File: src/hw/rtl/sha256_hash_engine_assert.svh
// Assertion macros used by the hash engine controller.
`ifndef SHA256_HASH_ENGINE_ASSERT_SVH
`define SHA256_HASH_ENGINE_ASSERT_SVH

// Clocked implication checked outside reset.
`define SHE_ASSERT_IMP(label, clk_s, rst_s, ante, cons, msg) \
  label: assert property (@(posedge clk_s) disable iff (rst_s) (ante) |-> (cons)) \
    else $error(msg);

// Next-cycle implication checked outside reset.
`define SHE_ASSERT_NEXT(label, clk_s, rst_s, ante, cons, msg) \
  label: assert property (@(posedge clk_s) disable iff (rst_s) (ante) |=> (cons)) \
    else $error(msg);

`endif

File: src/hw/rtl/sha256_pkg.sv
// Types, constants and a rotate helper for the SHA-256 hash engine.
`timescale 1ns / 1ps
package sha256_pkg;

  typedef struct packed {
    logic [7:0] msg_byte;
    logic       byte_present;
    logic       end_of_message;
  } sha_in_t;

  typedef struct packed {
    logic [31:0] digest_word;
    logic [2:0]  word_index;
    logic        last_word;
  } sha_out_t;

  typedef enum logic [2:0] {
    ST_IDLE,
    ST_ROUND,
    ST_FOLD,
    ST_PAD,
    ST_EMIT
  } sha_state_t;

  // Commands from the controller to the datapath.
  typedef struct packed {
    logic       load_byte;   // write byte at fill position, count length
    logic       start_block; // copy hash into working variables
    logic       do_round;    // one compression round
    logic       fold;        // add working variables into hash
    logic       pad_byte;    // write a padding byte at pad position
    logic       write_len;   // write the length into words 14 and 15
    logic       finish;      // reset hash and counters for the next message
    logic [7:0] pad_value;
    logic [5:0] pad_pos;
    logic [5:0] round;
    logic [2:0] emit_index;
  } sha_cmd_t;

  typedef struct packed {
    logic [5:0]  fill;
    logic [31:0] hash_word;
  } sha_stat_t;

  localparam logic [7:0] PAD_MARK = 8'h80;
  localparam logic [5:0] LEN_POS = 6'd56;

  localparam logic [31:0] IV_TAB [8] = '{
    32'h6A09E667, 32'hBB67AE85, 32'h3C6EF372, 32'hA54FF53A,
    32'h510E527F, 32'h9B05688C, 32'h1F83D9AB, 32'h5BE0CD19
  };

  localparam logic [31:0] RK_TAB [64] = '{
    32'h428A2F98, 32'h71374491, 32'hB5C0FBCF, 32'hE9B5DBA5,
    32'h3956C25B, 32'h59F111F1, 32'h923F82A4, 32'hAB1C5ED5,
    32'hD807AA98, 32'h12835B01, 32'h243185BE, 32'h550C7DC3,
    32'h72BE5D74, 32'h80DEB1FE, 32'h9BDC06A7, 32'hC19BF174,
    32'hE49B69C1, 32'hEFBE4786, 32'h0FC19DC6, 32'h240CA1CC,
    32'h2DE92C6F, 32'h4A7484AA, 32'h5CB0A9DC, 32'h76F988DA,
    32'h983E5152, 32'hA831C66D, 32'hB00327C8, 32'hBF597FC7,
    32'hC6E00BF3, 32'hD5A79147, 32'h06CA6351, 32'h14292967,
    32'h27B70A85, 32'h2E1B2138, 32'h4D2C6DFC, 32'h53380D13,
    32'h650A7354, 32'h766A0ABB, 32'h81C2C92E, 32'h92722C85,
    32'hA2BFE8A1, 32'hA81A664B, 32'hC24B8B70, 32'hC76C51A3,
    32'hD192E819, 32'hD6990624, 32'hF40E3585, 32'h106AA070,
    32'h19A4C116, 32'h1E376C08, 32'h2748774C, 32'h34B0BCB5,
    32'h391C0CB3, 32'h4ED8AA4A, 32'h5B9CCA4F, 32'h682E6FF3,
    32'h748F82EE, 32'h78A5636F, 32'h84C87814, 32'h8CC70208,
    32'h90BEFFFA, 32'hA4506CEB, 32'hBEF9A3F7, 32'hC67178F2
  };

  function automatic logic [31:0] rotr(input logic [31:0] x, input int n);
    rotr = (x >> n) | (x << (32 - n));
  endfunction

endpackage

File: src/hw/rtl/sha256_hash_engine.sv
// Top level of the SHA-256 streaming hash engine.
`timescale 1ns / 1ps
// Usage: one message byte per input request (in_valid/in_stall, in_item).
// A request with byte_present low and end_of_message low does nothing.
// end_of_message closes the message: padding and the length are appended,
// giving one or two final blocks, then eight digest words leave on the
// output channel (out_valid/out_stall, out_item), index 0 first.
// A byte that does not complete a block is taken while the engine stays idle. A byte
// that completes a 64-byte block starts the 64 rounds of the single round unit, then
// the fold, and no request is taken until they are done.
// The end of a message adds the padding bytes, the 64 rounds and the fold of each
// final block, and the eight digest words; one digest word leaves per cycle when
// not stalled.
// A stall on the output holds the current word; the engine waits.
// No input request is taken while a block or digest is in progress.
// Reset (rst, synchronous) loads the initial hash and clears the length,
// the fill count and all handshake state.
module sha256_hash_engine import sha256_pkg::*; (
  input  logic     clk,
  input  logic     rst,
  input  logic     in_valid,
  input  sha_in_t  in_item,
  output logic     in_stall,
  output logic     out_valid,
  output sha_out_t out_item,
  input  logic     out_stall
);

  sha_cmd_t  cmd;
  sha_stat_t stat;

  sha256_ctrl u_ctrl (
    .clk(clk), .rst(rst),
    .in_valid(in_valid), .in_item(in_item), .in_stall(in_stall),
    .out_valid(out_valid), .out_item(out_item), .out_stall(out_stall),
    .stat(stat), .cmd(cmd)
  );

  sha256_datapath u_dp (
    .clk(clk), .rst(rst),
    .msg_byte(in_item.msg_byte),
    .cmd(cmd), .stat(stat)
  );

endmodule

File: src/hw/rtl/sha256_datapath.sv
// SHA-256 datapath: message window, working variables, hash and length.
`timescale 1ns / 1ps
module sha256_datapath import sha256_pkg::*; (
  input  logic       clk,
  input  logic       rst,
  input  logic [7:0] msg_byte,
  input  sha_cmd_t   cmd,
  output sha_stat_t  stat
);

  logic [31:0] win [16];
  logic [31:0] wv [8];
  logic [31:0] hw [8];
  logic [63:0] bit_length;
  logic [5:0]  fill;

  logic [31:0] w_new, wt, s0w, s1w, t1, t2, big_s0, big_s1, ch, mj;
  logic [3:0]  r4;
  logic [5:0]  bpos;
  logic [7:0]  bval;
  logic        bwr;

  assign r4 = cmd.round[3:0];

  always_comb begin
    s0w = rotr(win[r4 + 4'd1], 7) ^ rotr(win[r4 + 4'd1], 18) ^ (win[r4 + 4'd1] >> 3);
    s1w = rotr(win[r4 + 4'd14], 17) ^ rotr(win[r4 + 4'd14], 19) ^ (win[r4 + 4'd14] >> 10);
    w_new = win[r4] + s0w + win[r4 + 4'd9] + s1w;
    wt = (cmd.round >= 6'd16) ? w_new : win[r4];
    big_s1 = rotr(wv[4], 6) ^ rotr(wv[4], 11) ^ rotr(wv[4], 25);
    ch = (wv[4] & wv[5]) ^ (~wv[4] & wv[6]);
    t1 = wv[7] + big_s1 + ch + RK_TAB[cmd.round] + wt;
    big_s0 = rotr(wv[0], 2) ^ rotr(wv[0], 13) ^ rotr(wv[0], 22);
    mj = (wv[0] & wv[1]) ^ (wv[0] & wv[2]) ^ (wv[1] & wv[2]);
    t2 = big_s0 + mj;
    bwr = cmd.load_byte | cmd.pad_byte;
    bpos = cmd.load_byte ? fill : cmd.pad_pos;
    bval = cmd.load_byte ? msg_byte : cmd.pad_value;
  end

  always_ff @(posedge clk) begin
    if (bwr) begin
      case (bpos[1:0])
        2'd0: win[bpos[5:2]][31:24] <= bval;
        2'd1: win[bpos[5:2]][23:16] <= bval;
        2'd2: win[bpos[5:2]][15:8] <= bval;
        default: win[bpos[5:2]][7:0] <= bval;
      endcase
    end else if (cmd.write_len) begin
      win[14] <= bit_length[63:32];
      win[15] <= bit_length[31:0];
    end else if (cmd.do_round) begin
      win[r4] <= wt;
    end
    if (cmd.start_block) begin
      for (int i = 0; i < 8; i++) wv[i] <= hw[i];
    end else if (cmd.do_round) begin
      wv[7] <= wv[6]; wv[6] <= wv[5]; wv[5] <= wv[4];
      wv[4] <= wv[3] + t1;
      wv[3] <= wv[2]; wv[2] <= wv[1]; wv[1] <= wv[0];
      wv[0] <= t1 + t2;
    end
  end

  always_ff @(posedge clk) begin
    if (rst || cmd.finish) begin
      for (int i = 0; i < 8; i++) hw[i] <= IV_TAB[i];
      bit_length <= '0;
      fill <= '0;
    end else begin
      if (cmd.fold) begin
        for (int i = 0; i < 8; i++) hw[i] <= hw[i] + wv[i];
      end
      if (cmd.load_byte) begin
        bit_length <= bit_length + 64'd8;
        fill <= fill + 6'd1;
      end
    end
  end

  assign stat.fill = fill;
  assign stat.hash_word = hw[cmd.emit_index];

endmodule

File: src/hw/rtl/sha256_ctrl.sv
// SHA-256 controller: request handshake, padding sequence, rounds, output.
`timescale 1ns / 1ps
`include "sha256_hash_engine_assert.svh"
module sha256_ctrl import sha256_pkg::*; (
  input  logic      clk,
  input  logic      rst,
  input  logic      in_valid,
  input  sha_in_t   in_item,
  output logic      in_stall,
  output logic      out_valid,
  output sha_out_t  out_item,
  input  logic      out_stall,
  input  sha_stat_t stat,
  output sha_cmd_t  cmd
);

  sha_state_t state, state_next;
  logic [5:0] cnt, cnt_next;        // round number, padding position
  logic [2:0] widx, widx_next;
  logic       pad_pend, pad_pend_next; // message end still needs padding
  logic       pad_more, pad_more_next; // another padding block follows this one
  logic       final_blk, final_blk_next; // current block is the last one
  logic       ovalid, ovalid_next;
  sha_out_t   oitem, oitem_next;
  logic       acc;

  assign in_stall = (state != ST_IDLE);
  assign acc = in_valid && !in_stall;
  assign out_valid = ovalid;
  assign out_item = oitem;

  always_ff @(posedge clk) begin
    if (rst) begin
      state <= ST_IDLE;
      ovalid <= 1'b0;
      cnt <= '0;
      widx <= '0;
      pad_pend <= 1'b0;
      pad_more <= 1'b0;
      final_blk <= 1'b0;
    end else begin
      state <= state_next;
      ovalid <= ovalid_next;
      cnt <= cnt_next;
      widx <= widx_next;
      pad_pend <= pad_pend_next;
      pad_more <= pad_more_next;
      final_blk <= final_blk_next;
    end
    oitem <= oitem_next;
  end

  always_comb begin
    state_next = state;
    cnt_next = cnt;
    widx_next = widx;
    pad_pend_next = pad_pend;
    pad_more_next = pad_more;
    final_blk_next = final_blk;
    ovalid_next = ovalid && out_stall;
    oitem_next = oitem;
    cmd = '0;
    cmd.round = cnt;
    cmd.pad_pos = cnt;
    cmd.emit_index = widx;
    case (state)
      ST_IDLE: begin
        if (acc) begin
          cmd.load_byte = in_item.byte_present;
          pad_pend_next = in_item.end_of_message;
          final_blk_next = 1'b0;
          if (in_item.byte_present && stat.fill == 6'd63) begin
            cmd.start_block = 1'b1;
            cnt_next = '0;
            state_next = ST_ROUND;
          end else if (in_item.end_of_message) begin
            cnt_next = in_item.byte_present ? stat.fill + 6'd1 : stat.fill;
            state_next = ST_PAD;
          end
        end
      end
      ST_PAD: begin
        // First pad byte is the marker, the rest are zero up to the block end
        // or up to the length field.
        cmd.pad_byte = 1'b1;
        cmd.pad_value = pad_pend ? PAD_MARK : 8'h00;
        pad_pend_next = 1'b0;
        cnt_next = cnt + 6'd1;
        if (cnt == 6'd63) begin
          // The marker landed at or past the start of the length field, so a second block follows.
          cmd.start_block = 1'b1;
          pad_more_next = 1'b1;
          cnt_next = '0;
          state_next = ST_ROUND;
        end else if (cnt == LEN_POS - 6'd1) begin
          // Last byte before the length field; the length goes in next cycle.
          final_blk_next = 1'b1;
        end else if (cnt == LEN_POS && final_blk) begin
          cmd.pad_byte = 1'b0;
          cmd.write_len = 1'b1;
          cmd.start_block = 1'b1;
          cnt_next = '0;
          state_next = ST_ROUND;
        end
      end
      ST_ROUND: begin
        cmd.do_round = 1'b1;
        cnt_next = cnt + 6'd1;
        if (cnt == 6'd63) state_next = ST_FOLD;
      end
      ST_FOLD: begin
        cmd.fold = 1'b1;
        cnt_next = '0;
        pad_more_next = 1'b0;
        if (final_blk) begin
          widx_next = '0;
          state_next = ST_EMIT;
        end else if (pad_pend || pad_more) begin
          state_next = ST_PAD;
        end else begin
          state_next = ST_IDLE;
        end
      end
      ST_EMIT: begin
        if (!ovalid || !out_stall) begin
          ovalid_next = 1'b1;
          oitem_next.digest_word = stat.hash_word;
          oitem_next.word_index = widx;
          oitem_next.last_word = (widx == 3'd7);
          widx_next = widx + 3'd1;
          if (widx == 3'd7) begin
            cmd.finish = 1'b1;
            final_blk_next = 1'b0;
            state_next = ST_IDLE;
          end
        end
      end
      default: state_next = ST_IDLE;
    endcase
  end

  `SHE_ASSERT_IMP(a_no_accept_busy, clk, rst, state != ST_IDLE, !acc, "accept while busy")
  `SHE_ASSERT_NEXT(a_round_wrap, clk, rst, state == ST_ROUND && cnt == 6'd63, state == ST_FOLD, "round count did not end in fold")
  `SHE_ASSERT_IMP(a_last_idx, clk, rst, out_valid && out_item.last_word, out_item.word_index == 3'd7, "last flag on wrong word")
endmodule

File: config.mk
export PLATFORM = sky130hd
export DESIGN_NAME = sha256_hash_engine
export DESIGN_NICKNAME = d
export VERILOG_FILES = /design/src/hw/rtl/sha256_pkg.sv /design/src/hw/rtl/sha256_hash_engine.sv /design/src/hw/rtl/sha256_datapath.sv /design/src/hw/rtl/sha256_ctrl.sv
export VERILOG_INCLUDE_DIRS = /design/src /design/src/hw/rtl
export SDC_FILE = /design/constraint.sdc
export NUM_CORES = 2
export LEC_CHECK = 0
export BUFFER_PORTS_ARGS = -buffer_cell sky130_fd_sc_hd__buf_4
export CORE_UTILIZATION = 65
export CTS_CLUSTER_DIAMETER = 40
export DETAILED_ROUTE_END_ITERATION = 16
export PLACE_DENSITY = 0.81
export SYNTH_ARGS = -nofsm -noshare
export SYNTH_HDL_FRONTEND = slang
export SYNTH_HIERARCHICAL = 1
export SYNTH_SLANG_ARGS = --single-unit
File: constraint.sdc
create_clock -name clk -period 17.34 [get_ports clk]
set_input_delay 3.468 -clock clk [delete_from_list [all_inputs] [get_ports clk]]
set_output_delay 3.468 -clock clk [all_outputs]
set_load 0.005 [all_outputs]
==> reports/summary.txt <==
CTS tree - yes
GP Congestion - 1.067
Row Count - 131
Synth Register Bits - 1143
Cts repair resizes - 0
Layout area overhead - 9.314%
Setup Buffers After CTS - 0
Die Ht - 360.6 um
Crit end category - flip-flop
Crit path max fanout - 164
Fraction of registers with async set/reset - 0%
Routed len/inst - 31.25 um
Number of global-route vias before repair - 65.15k
Clock Tree Root - clkbuf_16
Finish-stage setup viols - 0
Tot GR Track Use - 44.71%
Post-Syn Area - 83610 um2
Initial Utilization - 65.56%
Yosys cell types - 100
Seq/Total Area, Yosys - 40.02%
Initial DRC Count - 10.42k
Ranking of synthesized cells by area - edfxtp_1 38%, mux4_2 13%, ha_1 6.1%
Die Span X - 360.6 um
Routed Antenna Nets - 0
Met3 routed WL - 38240 um
Layout cells sized above 1 - 14.86%
Worst-margin pin slew - 1.632 ns
Unrepaired setup endpoints after global routing - false
Startpoint types - flip-flop
Clk buf depth - 3
Dpl hpwl - 210200 um
Post-synth top cells - 1096 x nand2_1, 1057 x edfxtp_1, 516 x nor2_1
Top FF cell, synth - edfxtp_1
# IOs - 52
Fin nets - 8136
Core Box Area - 127500 um2
CP most frequent cell - inv_1
Arrival @ worst endpoint - 14.92 ns
Crit path kind - reg -> reg
Post-Route WL - 291400 um
Max cap viols - 1
Clk sinks - 1143
Synth area leader - edfxtp_1
Critical Path Max Stage Delay - 0.82 ns
Total gr overflow - 0
Cts hold-fix bufs - 0
Cts bufs inserted - 169
Reg clk slew, reported paths - 0.06 ns
Setup_tns - 0 ns
Buffers on Ports - 51
Initial antenna violation count - 7
First-pass DRT Iterations - 7
Slowest CP cell - buf_4
Slew margin rel. - -9.209%
CP Buf/Inv Count - 9
Worst skew pair latency - 0.83 ns
Endpoints failing hold - 0
Total number of vias - 67.00k
WP data required - 17.89 ns
Post-synth top area share - 37.96%
CTS H-tree lvls - 4
Final period util - 82.89%
Met2 Routed Length - 131100 um
Delay-heaviest family, CP - compound AO/OA/AOI/OAI gates
Skew final - 0.04021 ns
Failing checks - max-capacitance violations, max-slew violations
Hold WC Path Type - reg -> reg
Top sig layer - met5
Max frequency - 69.58 MHz
Wl on met1 - 98160 um
Drt drc - 0
Yosys warnings - 6
Run status - finished, violations left
Via density per instance - 7.186
First-pass GRT wire length - 427800 um
Post-synth EDFFs - 1057
Shortest period the worst path allows - 14.37 ns
Most frequent cell after synthesis - nand2_1
Mean post-synth cell area - 11.04 um2
Die footprint - 130100 um2
Post-Syn Instances - 7575
Final slew viol count - 9
Largest net degree at the start of global routing - 171
## worst min-delay path, delay by kind of cell (launching register included)
family | cells | cell delay [ns]
flops | 1 | 0.33
compound gates | 2 | 0.13
## path summary, 6_finish.rpt
check,cells after the start,startpoint,slack (ns),end
setup / recovery,50,u_ctrl/cnt[0]$_SDFFE_PP0P_,2.97,u_dp/wv[0][28]$_DFFE_PP_
setup reg to reg,50,u_ctrl/cnt[0]$_SDFFE_PP0P_,2.97,u_dp/wv[0][28]$_DFFE_PP_
hold / removal,2,u_dp/bit_length[44]$_SDFFE_PP0P_,0.51,u_dp/bit_length[44]$_SDFFE_PP0P_
hold reg to reg,2,u_dp/bit_length[44]$_SDFFE_PP0P_,0.51,u_dp/bit_length[44]$_SDFFE_PP0P_
## placed cells by master (no fill, tap or decap), types with 173 or more instances in the layout
cell type / netlist / layout
a21o_1: 201 / 201
a21oi_1: 389 / 386
buf_4: 19 / 181
clkbuf_16: 0 / 173
edfxtp_1: 1057 / 1057
fa_1: 196 / 196
ha_1: 409 / 405
inv_1: 399 / 399
mux4_2: 476 / 476
nand2_1: 1096 / 1095
nor2_1: 516 / 512
o21ai_0: 373 / 373
xnor2_1: 366 / 366
xor2_1: 239 / 239
## state kept, by name, summed over array words and instances (netlist names), 3 cells and up
register,count
u_dp/wv,256
u_ctrl/out_item,36
u_dp/fill,6
u_dp/win,512
u_dp/hw,256
u_ctrl/state,3
u_ctrl/cnt,6
u_dp/bit_length,61
u_ctrl/widx,3
## layer usage
| metal | vias to the layer above | global-route usage, % |
|---|---|---|
| met5 | - | 0 |
| met4 | 6 | 30.81 |
| met3 | 1277 | 12.78 |
| met2 | 5397 | 68.72 |
| met1 | 32480 | 54.81 |
| li1 | 27840 | - |
## layout make-up
type / count / area [um2]
sequential: 1143 / 33490
antenna: 4 / 10.01
clock buffer: 190 / 4433
clock inverter: 122 / 1339
timing repair buffer: 188 / 1499
fill: 8592 / 36130
multi-input combinational: 5614 / 47040
tap: 1662 / 2079
inverter: 401 / 1505
## metrics by stage
step           hold WS [ns]  setup WS, ns  util (%)  cells  cell area, um2
2_1_floorplan        0.4551         4.157         -   7581           83630
3_3_place_gp         0.4706         3.284     67.13   9007           85600
3_5_place_dp         0.4899         3.174     67.13   9007           85600
4_1_cts              0.5001         3.136     71.66   9319           91380
5_1_grt              0.5358         2.160     71.66   9320           91380
6_report             0.5053         2.967     71.67   9324           91390
## cells by family (layout without fill, tap and decap cells)
kind of cell / after synthesis / after routing / share of synthesized area, %
AO/OA/AOI/OAI: 1487 / 1487 / 11.34
XOR/XNOR: 611 / 611 / 6.483
adder cells (fa/ha/maj): 610 / 610 / 10.87
buffers and inverters: 824 / 901 / 3.900
flip-flops: 1143 / 1143 / 40.02
multiplexers: 707 / 707 / 15.98
other: 1 / 11 / 0.004485
AND/OR/NAND/NOR: 2192 / 2192 / 11.40
Power is not shown: default switching activity piles up to over one toggle a cycle in this logic, so the estimate is an artifact.
